<file path="config.mk">
export PLATFORM = sky130hd
export DESIGN_NAME = lch_back_flat
export DESIGN_NICKNAME = d
export VERILOG_FILES = /design/src/sv/label_class_histogram_macros.svh /design/src/sv/lch_pkg.sv /design/src/sv/lch_if.sv /design/src/sv/lch_div.sv /design/src/sv/lch_back.sv /design/src/flat_wrapper.sv
export SDC_FILE = /design/constraint.sdc
export NUM_CORES = 1
export LEC_CHECK = 0
export ABC_AREA = 1
export BUFFER_PORTS_ARGS = -buffer_cell sky130_fd_sc_hd__buf_2
export CAP_MARGIN = 30
export CORE_UTILIZATION = 30
export DETAILED_ROUTE_END_ITERATION = 7
export SLEW_MARGIN = 10
export SYNTH_ARGS = -nofsm -noshare
export SYNTH_HDL_FRONTEND = slang
export SYNTH_HIERARCHICAL = 1
export SYNTH_SLANG_ARGS = --single-unit
</file>
<file path="constraint.sdc">
create_clock -name clk -period 5.24 [get_ports clk]
set_input_delay 0.524 -clock clk [delete_from_list [all_inputs] [get_ports clk]]
set_output_delay 0.524 -clock clk [all_outputs]
set_load 0.1 [all_outputs]
</file>
<file path="src/sv/label_class_histogram_macros.svh">
// Assertion macros for the label class histogram.
// Included by the top level; no other dependencies.
`ifndef LABEL_CLASS_HISTOGRAM_MACROS_SVH
`define LABEL_CLASS_HISTOGRAM_MACROS_SVH
`ifndef SYNTHESIS
`define LCH_ASSERT(lbl, clk, rst_n, prop, msg) \
	lbl: assert property (@(posedge clk) disable iff (!rst_n) prop) else $error(msg);
`define LCH_ASSERT_NEXT(lbl, clk, rst_n, pre, post, msg) \
	lbl: assert property (@(posedge clk) disable iff (!rst_n) (pre) |=> (post)) else $error(msg);
`else
`define LCH_ASSERT(lbl, clk, rst_n, prop, msg)
`define LCH_ASSERT_NEXT(lbl, clk, rst_n, pre, post, msg)
`endif
`endif

</file>
<file path="src/sv/lch_pkg.sv">
// Shared types and constants of the label class histogram.
// No dependencies.
package lch_pkg;
	localparam int MAX_LABELS = 16;
	localparam int MAX_CLASSES = 48;
	localparam int LIW = $clog2(MAX_LABELS);
	localparam int CIW = $clog2(MAX_CLASSES);

	localparam logic [1:0] CMD_LOAD = 2'd0;
	localparam logic [1:0] CMD_VOXEL = 2'd1;
	localparam logic [1:0] CMD_FINISH = 2'd2;

	localparam logic [1:0] KIND_CLASS = 2'd0;
	localparam logic [1:0] KIND_FREQ = 2'd1;
	localparam logic [1:0] KIND_GREY = 2'd2;

	localparam logic [1:0] REG_HAS_SEG = 2'd0;
	localparam logic [1:0] REG_NUM_LABELS = 2'd1;
	localparam logic [1:0] REG_GREY_LABEL = 2'd2;
	localparam logic [1:0] REG_NUM_CLASSES = 2'd3;

	typedef struct packed {
		logic [1:0] cmd;
		logic [3:0] entry_index;
		logic signed [15:0] label_value;
		logic [1:0] activation;
	} lch_in_t;

	typedef struct packed {
		logic [1:0] kind;
		logic [5:0] slot;
		logic [16:0] value;
		logic error;
		logic last;
	} lch_out_t;

	// Classified work handed from front to back.
	typedef struct packed {
		logic finish;       // 1: report run, 0: voxel
		logic err;
		logic count;        // class histogram increment
		logic grey;         // grey counter increment
		logic [1:0] act;
		logic [6:0] cls;
	} lch_op_t;
endpackage

</file>
<file path="src/sv/lch_if.sv">
// Valid/ready channel interface carrying one payload of type T.
// No dependencies; the payload type is a parameter.
interface lch_if #(parameter type T = logic) (input logic clk);
	logic valid;
	logic ready;
	T data;
	modport source (output valid, output data, input ready);
	modport sink (input valid, input data, output ready);
endinterface

</file>
<file path="src/sv/lch_div.sv">
// Restoring divider: floor(num*2^16/den) capped at 2^16, one bit a cycle.
// Depends on lch_pkg.
module lch_div import lch_pkg::*; (
	input logic clk,
	input logic arst_n,
	input logic start,
	input logic [31:0] num,
	input logic [33:0] den,
	output logic done,
	output logic [16:0] quo
);
	logic [34:0] rem_q;
	logic [33:0] den_q;
	logic [47:0] sh_q;
	logic [17:0] q_q;
	logic [5:0] cnt_q;
	logic busy_q;
	logic [34:0] trial;

	assign trial = {rem_q[33:0], sh_q[47]};
	assign done = busy_q && cnt_q == 6'd0;
	// Quotient fits 48 bits; above 2^16 it saturates, flagged by high bits.
	assign quo = (q_q[17] || q_q[16:0] > 17'h10000) ? 17'h10000 : q_q[16:0];

	always_ff @(posedge clk or negedge arst_n) begin
		if (!arst_n) begin
			busy_q <= 1'b0;
			cnt_q <= '0;
		end else if (start) begin
			busy_q <= 1'b1;
			cnt_q <= 6'd48;
		end else if (busy_q) begin
			if (cnt_q == 6'd0) busy_q <= 1'b0;
			else cnt_q <= cnt_q - 6'd1;
		end
	end

	always_ff @(posedge clk) begin
		if (start) begin
			rem_q <= '0;
			den_q <= den;
			sh_q <= {num, 16'd0};
			q_q <= '0;
		end else if (busy_q && cnt_q != 6'd0) begin
			sh_q <= {sh_q[46:0], 1'b0};
			if (trial >= {1'b0, den_q}) begin
				rem_q <= trial - {1'b0, den_q};
				q_q <= (q_q[17] ? q_q : {q_q[16:0], 1'b1}) | {q_q[17] | q_q[16], 17'd0};
			end else begin
				rem_q <= trial;
				q_q <= {q_q[17] | q_q[16], q_q[15:0], 1'b0};
			end
		end
	end
endmodule

</file>
<file path="src/sv/lch_back.sv">
// Back part: class histogram memory, grey counters, report sequencer.
// Depends on lch_pkg and lch_div.
module lch_back import lch_pkg::*; (
	input logic clk,
	input logic arst_n,
	input logic op_nonempty,
	input lch_op_t op,
	output logic op_pop,
	input logic [5:0] nc,
	lch_if.source out,
	output logic busy
);
	typedef enum logic [5:0] {
		S_IDLE = 6'b000001, S_RD = 6'b000010, S_DIV = 6'b000100,
		S_WAIT = 6'b001000, S_OUT = 6'b010000, S_CLR = 6'b100000
	} state_t;

	state_t state_q;
	logic [31:0] cnt_mem [MAX_CLASSES];
	logic [MAX_CLASSES-1:0] vld_q;
	logic [31:0] rd_q;
	logic [31:0] grey_q [3];
	logic [31:0] total_q;
	logic [6:0] idx_q;
	logic gphase_q;
	logic [5:0] nc_q;
	logic out_v_q;
	lch_out_t out_q;
	logic upd_v_q;
	logic [CIW-1:0] upd_cls_q;
	logic [CIW-1:0] rd_addr;
	logic div_start, div_done;
	logic [31:0] div_num;
	logic [33:0] div_den, gsum;
	logic [16:0] div_quo;
	logic [1:0] gi;
	logic voxel_go;

	assign gsum = 34'(grey_q[0]) + 34'(grey_q[1]) + 34'(grey_q[2]);
	assign gi = idx_q[1:0];
	assign out.valid = out_v_q;
	assign out.data = out_q;
	assign busy = state_q != S_IDLE || out_v_q || upd_v_q;
	// A voxel waits while the previous histogram update is still being written.
	assign voxel_go = state_q == S_IDLE && op_nonempty && !op.finish && !upd_v_q
		&& (!out_v_q || out.ready);
	assign op_pop = voxel_go || (state_q == S_CLR);
	assign rd_addr = voxel_go ? op.cls[CIW-1:0] : idx_q[CIW-1:0];

	lch_div u_div (.clk, .arst_n, .start(div_start), .num(div_num), .den(div_den),
		.done(div_done), .quo(div_quo));

	always_comb begin
		if (!gphase_q) begin
			div_num = (vld_q[idx_q[CIW-1:0]] && rd_q != 0) ? rd_q : 32'd1;
			div_den = 34'(total_q);
		end else begin
			div_num = grey_q[gi];
			div_den = gsum;
		end
	end
	assign div_start = state_q == S_DIV;

	// Histogram read-modify-write: the count is read into rd_q when the voxel
	// is taken and the incremented value is written back on the next cycle.
	always_ff @(posedge clk) begin
		rd_q <= cnt_mem[rd_addr];
		if (upd_v_q)
			cnt_mem[upd_cls_q] <= vld_q[upd_cls_q]
				? ((rd_q == '1) ? '1 : rd_q + 32'd1)
				: 32'd1;
	end

	always_ff @(posedge clk) begin
		if (div_done) begin
			out_q.kind <= gphase_q ? KIND_GREY : KIND_FREQ;
			out_q.slot <= idx_q[5:0];
			out_q.value <= (gphase_q && gsum == 0) ? 17'd0 : div_quo;
			out_q.error <= 1'b0;
			out_q.last <= gphase_q && gi == 2'd2;
		end else if (voxel_go) begin
			out_q.kind <= KIND_CLASS;
			out_q.slot <= '0;
			out_q.value <= 17'(op.cls);
			out_q.error <= op.err;
			out_q.last <= 1'b0;
		end
	end

	always_ff @(posedge clk or negedge arst_n) begin
		if (!arst_n) begin
			state_q <= S_IDLE;
			vld_q <= '0;
			grey_q <= '{default: '0};
			total_q <= '0;
			idx_q <= '0;
			gphase_q <= 1'b0;
			nc_q <= '0;
			out_v_q <= 1'b0;
			upd_v_q <= 1'b0;
			upd_cls_q <= '0;
		end else begin
			if (out_v_q && out.ready) out_v_q <= 1'b0;
			if (div_done) out_v_q <= 1'b1;
			else if (voxel_go) out_v_q <= 1'b1;
			upd_v_q <= voxel_go && op.count;
			if (voxel_go) upd_cls_q <= op.cls[CIW-1:0];
			if (upd_v_q) vld_q[upd_cls_q] <= 1'b1;
			unique case (state_q)
				S_IDLE: begin
					if (voxel_go) begin
						if (total_q != '1) total_q <= total_q + 1;
						if (op.grey && grey_q[op.act] != '1)
							grey_q[op.act] <= grey_q[op.act] + 1;
					end else if (op_nonempty && op.finish && !out_v_q && !upd_v_q) begin
						nc_q <= (nc > 6'(MAX_CLASSES)) ? 6'(MAX_CLASSES) : nc;
						idx_q <= '0;
						gphase_q <= (nc == 6'd0);
						state_q <= S_RD;
					end
				end
				S_RD: state_q <= S_DIV;
				S_DIV: state_q <= S_WAIT;
				S_WAIT: if (div_done) state_q <= S_OUT;
				S_OUT: begin
					if (!out_v_q) begin
						if (!gphase_q && idx_q + 7'd1 < 7'(nc_q)) begin
							idx_q <= idx_q + 7'd1;
							state_q <= S_RD;
						end else if (!gphase_q) begin
							gphase_q <= 1'b1;
							idx_q <= '0;
							state_q <= S_RD;
						end else if (gi != 2'd2) begin
							idx_q <= idx_q + 7'd1;
							state_q <= S_RD;
						end else state_q <= S_CLR;
					end
				end
				S_CLR: begin
					vld_q <= '0;
					grey_q <= '{default: '0};
					total_q <= '0;
					gphase_q <= 1'b0;
					state_q <= S_IDLE;
				end
				default: state_q <= S_IDLE;
			endcase
		end
	end
endmodule

</file>
<file path="src/flat_wrapper.sv">
// flat-port wrapper written by rule: the top's interface ports become plain ports
module lch_back_flat import lch_pkg::*;
  (clk, arst_n, op_nonempty, op, op_pop, nc, busy, out_valid, out_data, out_ready);
  lch_if out_i (.clk(clk));
  input logic clk;
  input logic arst_n;
  input logic op_nonempty;
  input lch_op_t op;
  output logic op_pop;
  input logic [5:0] nc;
  output logic busy;
  output wire logic [$bits(out_i.valid)-1:0] out_valid;
  output wire logic [$bits(out_i.data)-1:0] out_data;
  input wire logic [$bits(out_i.ready)-1:0] out_ready;
  assign out_valid = out_i.valid;
  assign out_data = out_i.data;
  assign out_i.ready = out_ready;
  lch_back u_core (.clk(clk), .arst_n(arst_n), .op_nonempty(op_nonempty), .op(op), .op_pop(op_pop), .nc(nc), .out(out_i), .busy(busy));
endmodule
</file>
; ---- Word level (Yosys, flattened, before mapping)
; Index checks and enable logic that the tools add are counted.
; W data, S select, Z words.
[classes]
order_cmp = 2
n_mux = 32
n_eq_ne = 16
n_addsub = 2
reduce_logical = 32
bitwise = 1
[ops]
columns = op, n
row1 = $mux W6, 11
row2 = $mux W7, 6
row3 = $pmux W6 S5, 1
row4 = $pmux W7 S2, 1
row5 = $logic_and A1 B1 Y1, 12
row6 = $logic_not A6 Y1, 2
row7 = $mux W1, 12
row8 = $ne A2 B2 Y1 const B, 5
row9 = $reduce_and A5 Y1, 2
row10 = $add A7 B1 Y7 const B, 1
row11 = $lt A7 B6 Y1, 1
row12 = $eq A6 B1 Y1 const B, 1
row13 = $eq A6 B2 Y1 const B, 1
row14 = $eq A6 B3 Y1 const B, 1
row15 = $eq A6 B4 Y1 const B, 1
row16 = $eq A6 B5 Y1 const B, 1
row17 = $eq A6 B6 Y1 const B, 1
row18 = $gt A6 B6 Y1 const B, 1
row19 = $ne A6 B1 Y1 const B, 1
row20 = $reduce_bool A2 Y1, 3
row21 = $reduce_bool A3 Y1, 2
row22 = $sub A6 B1 Y6 const B, 1
row23 = $logic_not A1 Y1, 4
row24 = $logic_or A1 B1 Y1, 4
row25 = other kinds (8), 9
[word_totals]
input_bits = 23
regBits = 30
elab_cells = 94
output_inout_bits = 4

; ---- Longest topological paths before layout
[logic_depth]
ltp_word = 7
depth_mapped = 15
ltp_nobuf = 13

; ---- Cells and area by module
; The synthesis kept the hierarchy.
[modules_own_cells]
columns = mod, cells_per_inst, n_inst, seq_area_each_um2, area_per_inst_um2
row1 = lch_back, 8477, 1, 51901.0, 82659.3
row2 = lch_div, 1129, 1, 3198.1, 7830.0

; ---- Worst setup path before layout
; Ideal clock, no wire load.
[synth_timing]
path_kind = flip-flop to flip-flop
startpoint = register u_core.state_q[4]
endpoint = register u_core/u_div/sh_q[16] (netlist name)
t_arrival_ns = 5.117
required_ns = 4.852
stages_incl_launch_ff = 7
setup_ns = 0.388
n_path_buf = 1
setup_slack_ns = -0.266
synth_period_minus_slack_ns = 5.506
path_cell_list = dfrtp_1 > nor2_1 > inv_1 > nor4_1 > clkbuf_1 > nor2_2 > inv_1
[synth_rtl]
columns = element, line
row1 = "start, declared", lch_back.sv:18  ; state_t state_q;
row2 = "start signal, assigned", lch_back.sv:92  ; state_q <= S_IDLE;
row3 = "start signal, assigned", lch_back.sv:119  ; state_q <= S_RD;
row4 = "start signal, assigned", lch_back.sv:122  ; S_RD: state_q <= S_DIV;

; ---- Worst setup path in the final report
[layout_timing]
startpoint = register u_core.idx_q[0]
endpoint = register u_core.idx_q[0]
[layout_via]
elab_chain_len = 6
word_cells_on_any_way = 11
cone_classes = add/sub: 1 / order compare: 1 / eq/ne: 2 / mux: 5 / reduce/logical: 2
[layout_rtl]
columns = element, line
row1 = "start, declared", lch_back.sv:24  ; logic [6:0] idx_q;
row2 = "start signal, assigned", lch_back.sv:128  ; idx_q <= idx_q + 7'd1;
row3 = "start signal, assigned", lch_back.sv:135  ; idx_q <= idx_q + 7'd1;
row4 = $add A7 B1 Y7, "lch_back.sv:127, lch_back.sv:128, lch_back.sv:135"
row5 = $lt A7 B6 Y1 / $mux W7 (equally long branches), "lch_back.sv:127, lch_back.sv:134"
row6 = $logic_and A1 B1 Y1 / $mux W7 (equally long branches), "lch_back.sv:127, lch_back.sv:130"
row7 = $mux W7, lch_back.sv:127  ; if (!gphase_q && idx_q + 7'd1 < 7'(nc_q)) begin
row8 = $mux W7, lch_back.sv:126  ; if (!out_v_q) begin
row9 = $pmux W7 S2, lch_back.sv:109  ; unique case (state_q)
; Several ways; a longest one is shown, not always the timed one. The select of a mux whose other input is x is not followed.
; A chain may end at the register's enable or synchronous reset.

==> results.cfg <==
[global_route]
antenna_found_initial = 0
grt_max_degree = 30
grt_pass1_vias = 1255
overflow = 0
grt_pass1_wl_mm = 5.41
grt.total_usage = 0.116

[pwr]
power.density_nw_per_um2 = 480
peakVddDrop_v = 0.000399
power_switching_uw = 393
p_comb_frac = 0.416
p_sw_frac = 0.432
finalPower_uw = 910
p_leak_uw = 0.00101
seq_power_share = 0.378
clkPwrFrac = 0.206
intPower_uw = 517

[critical_path]
crit_arrival_ns = 2.62
crit_type = reg2reg
reg2reg_depth = 12
crit_slowest_cell = dfrtp_1
critPathMaxFanout = 6
r2r-end = u_core/idx_q[0]$_DFFE_PN0P_
endpoint_kind = flop
regToRegStartpoint = u_core/idx_q[0]$_DFFE_PN0P_
slowest_delay_ns = 0.43
cp-start-kind = flop
worstPathRequired_ns = 5.43
r2r_slack_ns = 2.81
cp_cell_sequence = ha_1 -> nand3_1 -> xor2_1 -> inv_1 -> ha_1 -> a21oi_1 -> nor2_1 -> nor3_1 -> nand2_1 -> nand2_1 -> nand3_1 -> o21ai_0

[cells_and_area]
nets = 259
insertedDiodeCount = 0
final_util = 0.340
areaGrowthSynthToFinish_pct = 7.98
drive_gt1_frac = 0.132
nFillCells = 606

[die]
num_io_pins = 27
die_h_um = 78.5
core_um2 = 5570
die_x_um = 78.5
die_area_um2 = 6160
num_rows = 27
start_util = 0.315

[timing]
slew_headroom = 0.564
min_period_over_period = 0.464
max_freq_mhz = 411
skew_ns = 0.00649
rsz0062_at_grt = no
finalHoldViolations = 0
period_needed_ns = 2.43
slew_violations = 0
setup-tns-final_ns = 0
worstMarginPinSlew_ns = 0.654
setup_viol = 0

[placement]
place_congestion = 0.781
hpwl_mm = 2.40
portBuffers = 15

[routing]
finalWirelength_mm = 3.06
drt-initial-drc-count = 98
drcViolationCount = 0
wire_per_inst_um = 10.2
drtAntennaViolNets = 0
viasPerCell = 4.34
drt_pre_antenna_iters = 4
num_vias = 1301

[job]
cap_violations = 0

[clock_tree]
cts_setup_buffers = 0
hold_buffers = 0
cts_tree = yes
clock_path_buffers = 2
numCtsBuffers = 5
cts_resized = 0
htree_levels = 2
clock_latency_ns = 0.28
cts.sinks = 30
clk_pin_slew_ns = 0.06
cts_root_buf = clkbuf_8

[hold_path]
hold_path_class = in2async

[logic_synthesis]
syn_inst = 232
synth_nets = 264
syn_avg_cell_area_um2 = 7.57
ys_warn_count = 6
syn-cell-area_um2 = 1760

[outcome]
status = finished, final reports clean
-- registers in the layout (all words and copies together), names as in the netlist --
register             cells
u_core/out.valid         1
u_core/u_div/cnt_q       6
u_core/state_q           6
u_core/gphase_q          1
u_core/nc_q              6
u_core/idx_q             7
u_core/out.data          1
u_core/upd_v_q           1
u_core/u_div/busy_q      1
-- per-stage QoR --
stage	cell area, µm²	instances	setup WS (ns)	hold slack, ns
3_3_place_gp	1790	291	2.81	0.469
5_1_grt	1900	300	2.53	0.319
4_1_cts	1900	300	2.78	0.294
2_1_floorplan	1760	232	2.73	0.228
6_report	1900	300	2.81	0.271
3_5_place_dp	1800	292	2.81	0.478
-- cells in the final DEF, fill, tap and decap left out, drive strengths merged --
cell,count
inv,48
nand2,37
dfrtp,28
nor2,19
buf,15
o21ai,15
nand3,9
ha,9
clkbuf,7
a21oi,6
o22ai,6
nand4,5
xor2,5
nor4,4
nor3,3
or2,3
clkinv,2
or3,1
a41oi,1
o221ai,1
edfxtp,1
dfstp,1
nand3b,1
clkdlybuf4s18,1
-- layer usage --
layer  wire (µm)  track usage  vias up
met1        1630        0.151      574
met5           0            0        -
met3         119       0.0360        5
met2        1270        0.173       25
met4          46       0.0556        0
li1            -            -      697
-- final cells by class --
type / count / area (µm²) / area share
Timing Repair Buffer: 16 / 85.1 / 0.0449
Tap cell: 72 / 90.1 / 0.0475
Inverter: 49 / 184 / 0.0970
Multi-Input combinational cell: 125 / 688 / 0.363
Sequential cell: 30 / 757 / 0.399
Clock inverter: 1 / 5.00 / 0.00264
Clock buffer: 7 / 86.3 / 0.0455
-- critical path, delay by kind of cell, from the launching register on --
kind                     cells  cell delay [ns]
buffers and inverters        1             0.08
AO/OA/AOI/OAI                2             0.39
adder cells (fa/ha/maj)      2             0.53
XOR/XNOR                     1             0.19
flip-flops                   1             0.43
AND/OR/NAND/NOR              6             0.72
-- how the worst max path moves through the flow --
stage / from / end / slack, ns
2_1_floorplan: u_core/out.valid$_DFFE_PN0P_ / op_pop / 2.73
3_3_place_gp: u_core/idx_q[0]$_DFFE_PN0P_ / u_core/idx_q[0]$_DFFE_PN0P_ / 2.81
3_5_place_dp: u_core/idx_q[0]$_DFFE_PN0P_ / u_core/idx_q[0]$_DFFE_PN0P_ / 2.81
4_1_cts: u_core/idx_q[0]$_DFFE_PN0P_ / u_core/idx_q[0]$_DFFE_PN0P_ / 2.78
5_1_grt: u_core/idx_q[0]$_DFFE_PN0P_ / u_core/idx_q[0]$_DFFE_PN0P_ / 2.53
6_report: u_core/idx_q[0]$_DFFE_PN0P_ / u_core/idx_q[0]$_DFFE_PN0P_ / 2.81
-- power groups by stage --
| stage | registers [µW] | logic (µW) | clock network, µW |
|---|---|---|---|
| after global placement | 347 | 376 | 0 |
| after CTS | 344 | 385 | 196 |
| after detailed placement | 349 | 383 | 0 |
| final | 344 | 379 | 187 |
| after floorplan | 372 | 299 | 0 |
| after global routing | 354 | 437 | 207 |
Power figures use the tool's default switching activity.
