`src/sv/label_class_histogram_macros.svh`:
```
// Assertion macros for the label class histogram.
// Included by the top level; no other dependencies.
`ifndef LABEL_CLASS_HISTOGRAM_MACROS_SVH
`define LABEL_CLASS_HISTOGRAM_MACROS_SVH
`ifndef SYNTHESIS
`define LCH_ASSERT(lbl, clk, rst_n, prop, msg) \
	lbl: assert property (@(posedge clk) disable iff (!rst_n) prop) else $error(msg);
`define LCH_ASSERT_NEXT(lbl, clk, rst_n, pre, post, msg) \
	lbl: assert property (@(posedge clk) disable iff (!rst_n) (pre) |=> (post)) else $error(msg);
`else
`define LCH_ASSERT(lbl, clk, rst_n, prop, msg)
`define LCH_ASSERT_NEXT(lbl, clk, rst_n, pre, post, msg)
`endif
`endif

```
`src/sv/lch_pkg.sv`:
```
// Shared types and constants of the label class histogram.
// No dependencies.
package lch_pkg;
	localparam int MAX_LABELS = 16;
	localparam int MAX_CLASSES = 48;
	localparam int LIW = $clog2(MAX_LABELS);
	localparam int CIW = $clog2(MAX_CLASSES);

	localparam logic [1:0] CMD_LOAD = 2'd0;
	localparam logic [1:0] CMD_VOXEL = 2'd1;
	localparam logic [1:0] CMD_FINISH = 2'd2;

	localparam logic [1:0] KIND_CLASS = 2'd0;
	localparam logic [1:0] KIND_FREQ = 2'd1;
	localparam logic [1:0] KIND_GREY = 2'd2;

	localparam logic [1:0] REG_HAS_SEG = 2'd0;
	localparam logic [1:0] REG_NUM_LABELS = 2'd1;
	localparam logic [1:0] REG_GREY_LABEL = 2'd2;
	localparam logic [1:0] REG_NUM_CLASSES = 2'd3;

	typedef struct packed {
		logic [1:0] cmd;
		logic [3:0] entry_index;
		logic signed [15:0] label_value;
		logic [1:0] activation;
	} lch_in_t;

	typedef struct packed {
		logic [1:0] kind;
		logic [5:0] slot;
		logic [16:0] value;
		logic error;
		logic last;
	} lch_out_t;

	// Classified work handed from front to back.
	typedef struct packed {
		logic finish;       // 1: report run, 0: voxel
		logic err;
		logic count;        // class histogram increment
		logic grey;         // grey counter increment
		logic [1:0] act;
		logic [6:0] cls;
	} lch_op_t;
endpackage

```
`src/sv/lch_queue.sv`:
```
// Two-entry queue between the front and back parts.
// Depends on lch_pkg.
module lch_queue import lch_pkg::*; (
	input logic clk,
	input logic arst_n,
	input logic push,
	input lch_op_t wdata,
	output logic full,
	input logic pop,
	output logic nonempty,
	output lch_op_t rdata
);
	lch_op_t mem_q [2];
	logic wp_q, rp_q;
	logic [1:0] cnt_q;

	assign full = cnt_q == 2'd2;
	assign nonempty = cnt_q != 2'd0;
	assign rdata = mem_q[rp_q];

	always_ff @(posedge clk) begin
		if (push) mem_q[wp_q] <= wdata;
	end

	always_ff @(posedge clk or negedge arst_n) begin
		if (!arst_n) begin
			wp_q <= 1'b0;
			rp_q <= 1'b0;
			cnt_q <= '0;
		end else begin
			if (push) wp_q <= !wp_q;
			if (pop) rp_q <= !rp_q;
			cnt_q <= cnt_q + 2'(push) - 2'(pop);
		end
	end
endmodule

```
`config.mk`:
```
export PLATFORM = sky130hd
export DESIGN_NAME = lch_queue
export DESIGN_NICKNAME = d
export VERILOG_FILES = /design/src/sv/label_class_histogram_macros.svh /design/src/sv/lch_pkg.sv /design/src/sv/lch_queue.sv
export SDC_FILE = /design/constraint.sdc
export NUM_CORES = 1
export LEC_CHECK = 0
export ABC_AREA = 1
export BUFFER_PORTS_ARGS = -buffer_cell sky130_fd_sc_hd__buf_4
export CORE_UTILIZATION = 42
export DETAILED_ROUTE_END_ITERATION = 16
export GPL_TIMING_DRIVEN = 0
export PLACE_DENSITY = 0.66
export SETUP_SLACK_MARGIN = 0.3
export SLEW_MARGIN = 20
export SYNTH_ARGS = -nofsm -noshare
export SYNTH_HDL_FRONTEND = slang
export SYNTH_SLANG_ARGS = --single-unit
```
`constraint.sdc`:
```
create_clock -name clk -period 1.5 [get_ports clk]
set_input_delay 0.225 -clock clk [delete_from_list [all_inputs] [get_ports clk]]
set_output_delay 0.225 -clock clk [all_outputs]
set_load 0.1 [all_outputs]
```
; After elaboration in Yosys (flattened, before gate mapping)
; Memory sizes are Yosys's and may differ from the RTL's.
; Cells that the tools add are included.
[totals]
memories = 1
word_cells = 12
inputBits = 17
mem_bits_rw = 26
register_bits = 4
out_inout_bits = 15
[classes]
n_mux = 2
eq_ne = 1
n_reduce_logical = 3
addsub = 2
[mem_list]
columns = name, depth, width, rd, rd_clocked_by_memory_dff, wr, line
row1 = mem_q, 2, 13, 1, 0, 1, lch_queue.sv:13  ; lch_op_t mem_q [2];
[ops]
columns = op, n
row1 = 2-bit by 1-bit adder with 2-bit output, 1
row2 = 2-bit == test (second input constant), 1
row3 = 1-bit logical NOT, 2
row4 = 1-bit two-way mux, 2
row5 = 2-bit nonzero test, 1
row6 = 2-bit by 1-bit subtractor with 2-bit output, 1

; Longest topological paths before layout
; Gate-level depths: netlist of the first run.
[depth]
word_depth = 2
mapped_depth = 7
mapped_depth_nobuf = 7

; Least setup slack after synthesis of the first run
; OpenSTA, ideal clock, no wires.
[synth_timing]
path_kind = register to output
startpoint = register rp_q
endpoint = output port rdata[0] (netlist bit)
path_stages_with_launch = 3
required_ps = 1275
arrival_ps = 2609
slack_ps = -1334
n_path_buf = 1
path_cell_list = dfrtp_1 > buf_6 > o21ai_0
[synth_lines]
columns = item, line
row1 = start: declaration, lch_queue.sv:14  ; logic wp_q, rp_q;
row2 = start signal: assignment, lch_queue.sv:32  ; if (pop) rp_q <= !rp_q;
row3 = end: declaration, lch_queue.sv:11  ; output lch_op_t rdata

==> results of run 1 <==
## worst max-delay path, cell delays in order (launching register included)
cell and delay [ps]:
dfrtp_1 400, buf_12 160, buf_16 140, o21ai_4 140
buf_12 190
## what timing repair did
action	in CTS	in global routing
gates cloned	1	0
pin swaps	4	4
hold buffers	1	0
buffers inserted	3	1
endpoints found under the hold margin	4	0
gates resized for setup	57	18
setup endpoints to repair	42	36
## area by class of cell
| class | count | area share |
|---|---|---|
| inverter | 20 | 0.03860 |
| clock buffer | 8 | 0.02390 |
| multi-input combinational | 40 | 0.2089 |
| buffer | 3 | 0.02941 |
| timing repair buffer | 37 | 0.2488 |
| tap | 31 | 0.01900 |
| sequential | 30 | 0.4314 |
## cell families (layout without fill, tap and decap cells)
| group | count (synthesis) | count (layout) | synth area share |
|---|---|---|---|
| adder cells (fa/ha/maj) | 2 | 2 | 0.02051 |
| AO/OA/AOI/OAI | 13 | 13 | 0.07487 |
| buffers and inverters | 23 | 68 | 0.09641 |
| XOR/XNOR | 2 | 2 | 0.01436 |
| flip-flops | 30 | 30 | 0.7221 |
| AND/OR/NAND/NOR | 23 | 23 | 0.07179 |
## routing by layer
layer / share of wire / vias to the layer above
li1: - / 392
met3: 0.028 / 2
met4: 0.0088 / 0
met5: 0 / -
met2: 0.56 / 23
met1: 0.40 / 394
## flip-flops by register name, summed over array words and instances, names as in the netlist
signal and count:
cnt_q 2, mem_q 26, rp_q 1, wp_q 1
## synth_stat cells
master,number
edfxtp_1,26
inv_1,20
nand2_1,20
o21ai_2,7
o21ai_0,6
dfrtp_1,4
buf_6,2
ha_1,2
nor2_1,2
xor2_1,2
buf_12,1
nand3_1,1
## how the worst max path moves through the flow
stage,from,end,slack [ps],depth (start not counted)
finish,rp_q,rdata[11],-60,4
floorplan,rp_q,rdata[10],60,3
global route,rp_q,rdata[11],-120,4
global placement,rp_q,rdata[0],120,5
CTS,rp_q,rdata[11],-90,4
detailed placement,rp_q,rdata[11],90,5
## stage by stage
stage	util	setup TNS, ps	cells	hold WS [ps]	setup WS [ps]
2_1_floorplan	-	0	93	-70.59	62.04
3_3_place_gp	0.5889	0	155	24.05	118.9
3_5_place_dp	0.5889	0	155	26.01	86.88
4_1_cts	0.7078	-891.0	168	86.29	-85.18
5_1_grt	0.7405	-1341	169	66.95	-118.3
6_report	0.7405	-634.7	169	97.61	-59.91
==> out/results.ini, run 1 <==
[worst_setup_path]
timing.critical_path.required_ps = 1270
worstSetupEndpointType = output pin
r2r_setup_slack_ps = 340
r2r_end = cnt_q[1]
critical_path_start_type = flip-flop
crit_path_max_fanout = 6
worst_ep_arrival_time_ps = 1330
worst-r2r-cell-count = 6
crit_type = flip-flop to output pin
crit_reg_reg_startpoint = cnt_q[0]

[final_layout]
fillCellCount = 164
layout-area-overhead-vs-synth_pct = 67.38
layout-drive-gt1-share = 0.5797
multiInputGateArea_um2 = 426.7
num_antenna_cells = 0
numnets_final = 156
mostFrequentLayoutCells = edfxtp_1, buf_12, buf_4
most_common_library_cell_in_the_layout_ignoring_fill_and_taps = edfxtp_1
area.sequential_um2 = 880.8
stdcell_area_um2 = 2042

[logic_synthesis]
synthesis.nets = 112
synth_top_cell_by_area = edfxtp_1
synth.avg_cell_area_um2 = 13.12
netlist_top_cells_area = edfxtp_1, dfrtp_1, inv_1, nand2_1, o21ai_2
ys_seq_elements = 30
synth.distinct_cells = 12
synth.yosys.warnings = 0
yosys.area.top_type_share = 0.6400
syn-cell-area_um2 = 1220
synthesis.instances = 93
ys_seq_area_frac = 0.7221

[placed_design]
place.gp.congestion = 0.6446
placement.cell_area_um2 = 1624
detailed_place_hpwl_um = 1472
place.port_buffers = 31

[clock_network]
number_of_buffers_on_the_longest_clock_path = 2
clk-insertion-delay-late_ps = 310
tritoncts.num_buffers = 5
cts_max_level = 2
cts_root_buffer = clkbuf_4
tritoncts = yes
cts_sinks = 30
clkSlewWorstSetupHoldPaths_ps = 90

[outcome]
outcome = finished, violations left
failed_checks = negative setup slack

[die]
die_width_um = 55.90
floorplan.initialDensity = 0.4424
floorplan.die_area_um2 = 3124
core-area_um2 = 2758
fp-row-count = 19
die-height_um = 55.90
io_pins = 32

[hold_path]
worst_hold_path.num_cells = 1
holdCritStartpoint = wdata[0]
min_path_type = input port to flip-flop
whs_endpoint = mem_q[0][0]

[routing]
drtAntennaViolNets = 0
route.detailed.wl_per_inst_um = 14.07
detailedRoute.firstPassIterationCount = 4
route.detailed.drc = 0
detail_route.iter0.violations = 21
routed-via-count = 811
postRouteWirelength_um = 2377
drt-vias-per-instance = 4.799

[timing]
layout_setup_ws_ps = -59.91
achievable-frequency_ghz = 0.6411
setup_viol = 13
worst_setup_skew_after_layout_ps = 11.44
rsz0062_at_grt = true
max_slew_margin_vs_limit = 0.7331
hold_viol_final = 0
fin_crit_sh = 1.040
report.final.slew_viol_count = 0
worstMarginPinSlew_ps = 399.4
min_tclk_post_route_ps = 1560

[global_routing]
met2_grt_util = 0.3098
grt.met1_usage = 0.2013
first_global_vias = 825
wire_length_of_the_first_global_routing_pass_um = 4022
grtUsageTotal = 0.1758
grt_antenna_before_repair = 0
globalRouteOverflowTotal = 0
grt_start_max_net_pins = 14
grtUsageMet3 = 0.04884
top_usage_layer = met2

[flow_run]
max_cap_violations = 0

Power of run 1 is left out: the tool's default activity adds up to more than one toggle a clock period on the data nets, which glitch-free logic cannot reach.
==> run 2, diff against run 1 <==
CTS_CLUSTER_SIZE = 24   (was default)
SETUP_SLACK_MARGIN = default   (was 0.3)
==> out/results.ini, run 2 (synthesis results as in run 1) <==
[global_routing]
globalRouteOverflowTotal = 0
wire_length_of_the_first_global_routing_pass_um = 3857
grt_antenna_before_repair = 0
grt_start_max_net_pins = 14
grtUsageTotal = 0.1688
first_global_vias = 848

[timing]
achievable-frequency_ghz = 0.6371
fin_crit_sh = 1.046
layout_setup_ws_ps = -69.57
fin_setup_tns_ps = -720.8
setup_viol = 13
report.final.slew_viol_count = 0
min_tclk_post_route_ps = 1570
worstMarginPinSlew_ps = 710.1
rsz0062_at_grt = true
max_slew_margin_vs_limit = 0.5261
hold_viol_final = 0
worst_setup_skew_after_layout_ps = 4.842

[worst_setup_path]
crit_type = flip-flop to output pin
cp_cell_sequence = buf_6 -> buf_16 -> o21ai_4 -> buf_12
timing.critical_path.required_ps = 1270
critical_path_start_type = flip-flop
worst_path_max_delay_cell = dfrtp_1
cpPeakStageDelay_ps = 380
worst_ep_arrival_time_ps = 1340
crit_path_max_fanout = 7
worstSetupEndpointType = output pin

[final_layout]
numnets_final = 156
fillCellCount = 189
layout-drive-gt1-share = 0.5147
num_antenna_cells = 0
largest_reg_flops = 26
registers.top_by_ff_count = mem_q
mostFrequentLayoutCells = edfxtp_1, inv_1, buf_4
stdcell_count = 167
layout-area-overhead-vs-synth_pct = 60.62
reg_top3 = mem_q x26, cnt_q x2
post-route-util = 0.7105
most_common_library_cell_in_the_layout_ignoring_fill_and_taps = edfxtp_1

[clock_network]
number_of_buffers_on_the_longest_clock_path = 2
tritoncts.num_buffers = 5
cts_max_level = 2
cts_sinks = 30
clk-insertion-delay-late_ps = 310
clkSlewWorstSetupHoldPaths_ps = 90
cts_root_buffer = clkbuf_4
tritoncts = yes

[die]
floorplan.initialDensity = 0.4424
core-area_um2 = 2758
die_width_um = 55.90
floorplan.die_area_um2 = 3124
io_pins = 32
die-height_um = 55.90
fp-row-count = 19

[placed_design]
place.port_buffers = 31
place.gp.congestion = 0.7233
detailed_place_hpwl_um = 1351
dp_cells = 155

[routing]
drtAntennaViolNets = 0
detail_route.iter0.violations = 28
postRouteWirelength_um = 2317
drt-vias-per-instance = 4.826
routed-via-count = 806
route.detailed.wl_per_inst_um = 13.87
detailedRoute.firstPassIterationCount = 4
route.detailed.drc = 0

[outcome]
failed_checks = negative setup slack
outcome = finished, violations left

[flow_run]
max_cap_violations = 0

[hold_path]
min_path_type = input port to flip-flop

-- run 2: worst paths after layout --
check / startpoint / end / slack [ps] / cells after the start
min in group asynchronous: arst_n / cnt_q[0] / 250 / 2
max reg2reg: wp_q / mem_q[0][2] / 140 / 1
max in group asynchronous: arst_n / wp_q / 1150 / 2
min: wdata[5] / mem_q[1][5] / 90 / 1
max: rp_q / rdata[10] / -70 / 4
min reg2reg: wp_q / wp_q / 520 / 1
-- run 2: routing by layer --
layer	vias to the layer above	share of wire	GRT usage
li1	388	-	-
met1	389	0.41	0.2028
met2	25	0.53	0.2840
met3	4	0.049	0.04884
met4	0	0.011	0.07317
met5	-	0	0
-- run 2: per-stage QoR --
| step | cell area, um2 | hold slack (ps) | setup slack (ps) |
|---|---|---|---|
| after floorplan | 1245 | -70.59 | -193.9 |
| after global placement | 1516 | 24.81 | -196.8 |
| after detailed placement | 1519 | 28.05 | 120.2 |
| after CTS | 1909 | 80.16 | -57.45 |
| after global routing | 1959 | 71.12 | -136.0 |
| final | 1959 | 89.80 | -69.57 |
-- run 2: what timing repair did --
action | in CTS | in global routing
hold buffers | 1 | 0
gates cloned | 1 | 1
pin swaps | 13 | 0
endpoints found under the hold margin | 4 | 0
gates resized for setup | 63 | 7
setup endpoints to repair | 13 | 13
buffers inserted | 3 | 0
-- run 2: critical path: cells and delay by family, from the launching register on --
kind                   cells  cell delay, ps
buffers and inverters      3             500
AO/OA/AOI/OAI              1             150
flip-flops                 1             380
-- run 2: layout make-up --
class | count | area (um2) | area share
Inverter | 20 | 75.07 | 0.03831
Buffer | 3 | 46.29 | 0.02363
Clock inverter | 1 | 3.754 | 0.001916
Sequential cell | 30 | 880.8 | 0.4496
Multi-Input combinational cell | 40 | 389.1 | 0.1986
Clock buffer | 5 | 37.54 | 0.01916
Tap cell | 31 | 38.79 | 0.01980
Timing Repair Buffer | 37 | 488.0 | 0.2490
Power of run 2 is left out for the same reason.
==> run 3, diff against run 2 <==
ABC_AREA = default   (was 1)
BUFFER_PORTS_ARGS = -buffer_cell sky130_fd_sc_hd__buf_2   (was -buffer_cell sky130_fd_sc_hd__buf_4)
CELL_PAD_IN_SITES_DETAIL_PLACEMENT = 1   (was default)
CELL_PAD_IN_SITES_GLOBAL_PLACEMENT = 2   (was default)
CORE_UTILIZATION = 36   (was 42)
PLACE_DENSITY = default   (was 0.66)
PLACE_DENSITY_LB_ADDON = 0.1   (was default)
==> out/results.ini, run 3 <==
[routing]
route.detailed.drc = 0
route.detailed.wl_per_inst_um = 15.19
postRouteWirelength_um = 2188
drtAntennaViolNets = 0
drt-vias-per-instance = 4.347
detailedRoute.firstPassIterationCount = 4
routed-via-count = 626
detail_route.iter0.violations = 14

[die]
die_width_um = 58.21
floorplan.initialDensity = 0.3756
floorplan.die_area_um2 = 3388
fp-row-count = 20
core-area_um2 = 3028
io_pins = 32
die-height_um = 58.21

[worst_setup_path]
worst-r2r-cell-count = 1
crit_path_start = rp_q
worstSetupEndpointType = output pin
crit_type = flip-flop to output pin
crit_path_max_fanout = 6
critical_path_start_type = flip-flop
crit_reg_reg_startpoint = wp_q
worst_ep_arrival_time_ps = 1480
timing.critical_path.required_ps = 1270

[global_routing]
grtUsageTotal = 0.1383
grt_start_max_net_pins = 14
top_usage_layer = met2
wire_length_of_the_first_global_routing_pass_um = 3132
met2_grt_util = 0.2217
grtUsageMet3 = 0.07366
grt_antenna_before_repair = 0
globalRouteOverflowTotal = 0
first_global_vias = 686
grt.met1_usage = 0.1493

[logic_synthesis]
leading_register_cell_type_out_of_synthesis = edfxtp_1
synth_top_cell_by_area = edfxtp_1
synth.yosys.warnings = 0
yosys.area.top_type_share = 0.6865
synth.distinct_cells = 11
ys_async_sr_fraction = 0.1333
synthesis.nets = 74
synth_enable_flop_cells = 26
synth.avg_cell_area_um2 = 20.68
netlist_top_cells_area = edfxtp_1, mux2_2, dfrtp_1, ha_1, xor3_1
most_instantiated_library_cell_after_synthesis = edfxtp_1
ys_top_cells_by_count = edfxtp_1, mux2_2, dfrtp_1
ys_seq_elements = 30
syn-cell-area_um2 = 1137
ys_seq_area_frac = 0.7745
synthesis.instances = 55

[clock_network]
tritoncts = yes
number_of_buffers_on_the_longest_clock_path = 2
tritoncts.num_buffers = 5
clk-insertion-delay-late_ps = 330
cts_sinks = 30
cts_root_buffer = clkbuf_4
clkSlewWorstSetupHoldPaths_ps = 100
cts_max_level = 2

[timing]
setup_viol = 13
worst_setup_skew_after_layout_ps = 8.203
fin_crit_sh = 1.138
report.final.slew_viol_count = 0
layout_setup_ws_ps = -206.8
achievable-frequency_ghz = 0.5859
worstMarginPinSlew_ps = 687.0
hold_viol_final = 0
max_slew_margin_vs_limit = 0.5399
rsz0062_at_grt = true
min_tclk_post_route_ps = 1707

[final_layout]
fillCellCount = 273
multiInputGateArea_um2 = 290.3
most_common_library_cell_in_the_layout_ignoring_fill_and_taps = edfxtp_1
area.sequential_um2 = 882.1
mostFrequentLayoutCells = edfxtp_1, buf_2, buf_12
stdcell_count = 144
layout-area-overhead-vs-synth_pct = 52.47
largest_reg_flops = 26
registers.top_by_ff_count = mem_q
reg_top3 = mem_q x26, cnt_q x2
stdcell_area_um2 = 1734
post-route-util = 0.5727
num_antenna_cells = 0
layout-drive-gt1-share = 0.6100
numnets_final = 118

[hold_path]
holdCritStartpoint = wdata[2]
min_path_type = input port to flip-flop
worst_hold_path.num_cells = 1

[flow_run]
max_cap_violations = 0

[placed_design]
dp_cells = 130
place.port_buffers = 31
detailed_place_hpwl_um = 1286
place.gp.congestion = 0.6444
post-place-ws_ps = -15.77
placement.cell_area_um2 = 1353

[outcome]
failed_checks = negative setup slack
outcome = finished, violations left

==> run 3: cell families (layout without fill, tap and decap cells) <==
group / Yosys count / count (layout) / share of synthesized area
AND/OR/NAND/NOR: 4 / 4 / 0.02201
XOR/XNOR: 3 / 3 / 0.03630
adder cells (fa/ha/maj): 2 / 2 / 0.02200
flip-flops: 30 / 30 / 0.7745
multiplexers: 13 / 13 / 0.1287
buffers and inverters: 3 / 48 / 0.01650
==> run 3: layout make-up <==
class / instances / share of cell area
Sequential cell: 30 / 0.5087
Timing Repair Buffer: 37 / 0.2446
Multi-Input combinational cell: 22 / 0.1674
Clock buffer: 7 / 0.03175
Tap cell: 44 / 0.03175
Buffer: 1 / 0.008658
Inverter: 2 / 0.004329
Clock inverter: 1 / 0.002886
==> run 3: what timing repair did <==
action,in CTS,in global routing
hold buffers,1,0
setup buffers,4,0
hold endpoints to repair,4,0
pin swaps,0,1
endpoints found under the setup margin,15,14
gates resized for setup,37,33
cloned,0,1
==> run 3: per-layer routing <==
layer / routed length (um) / vias up
met5: 0 / -
met2: 1144 / 26
met4: 46 / 0
li1: - / 292
met3: 135 / 6
met1: 862 / 302
==> run 3: critical path, stage by stage (launching register included) <==
cell	delay, ps
dfrtp_2	480
clkbuf_16	190
mux2_4	320
buf_12	170
==> run 3: final timing paths <==
kind	end	slack, ps
max	rdata[5]	-210
min	mem_q[1][2]	80
max reg2reg	mem_q[0][5]	150
min reg2reg	wp_q	510
max in group asynchronous	rp_q	1140
min in group asynchronous	rp_q	220
==> run 3: metrics by stage <==
| stage | setup TNS (ps) | hold WS [ps] |
|---|---|---|
| 2_1_floorplan | 0 | -70.59 |
| 3_3_place_gp | -3311 | 35.60 |
| 5_1_grt | -2998 | 62.20 |
| 6_report | -2327 | 79.93 |
| 3_5_place_dp | -42.87 | 39.98 |
| 4_1_cts | -2207 | 71.38 |
Power of run 3 is left out for the same reason.
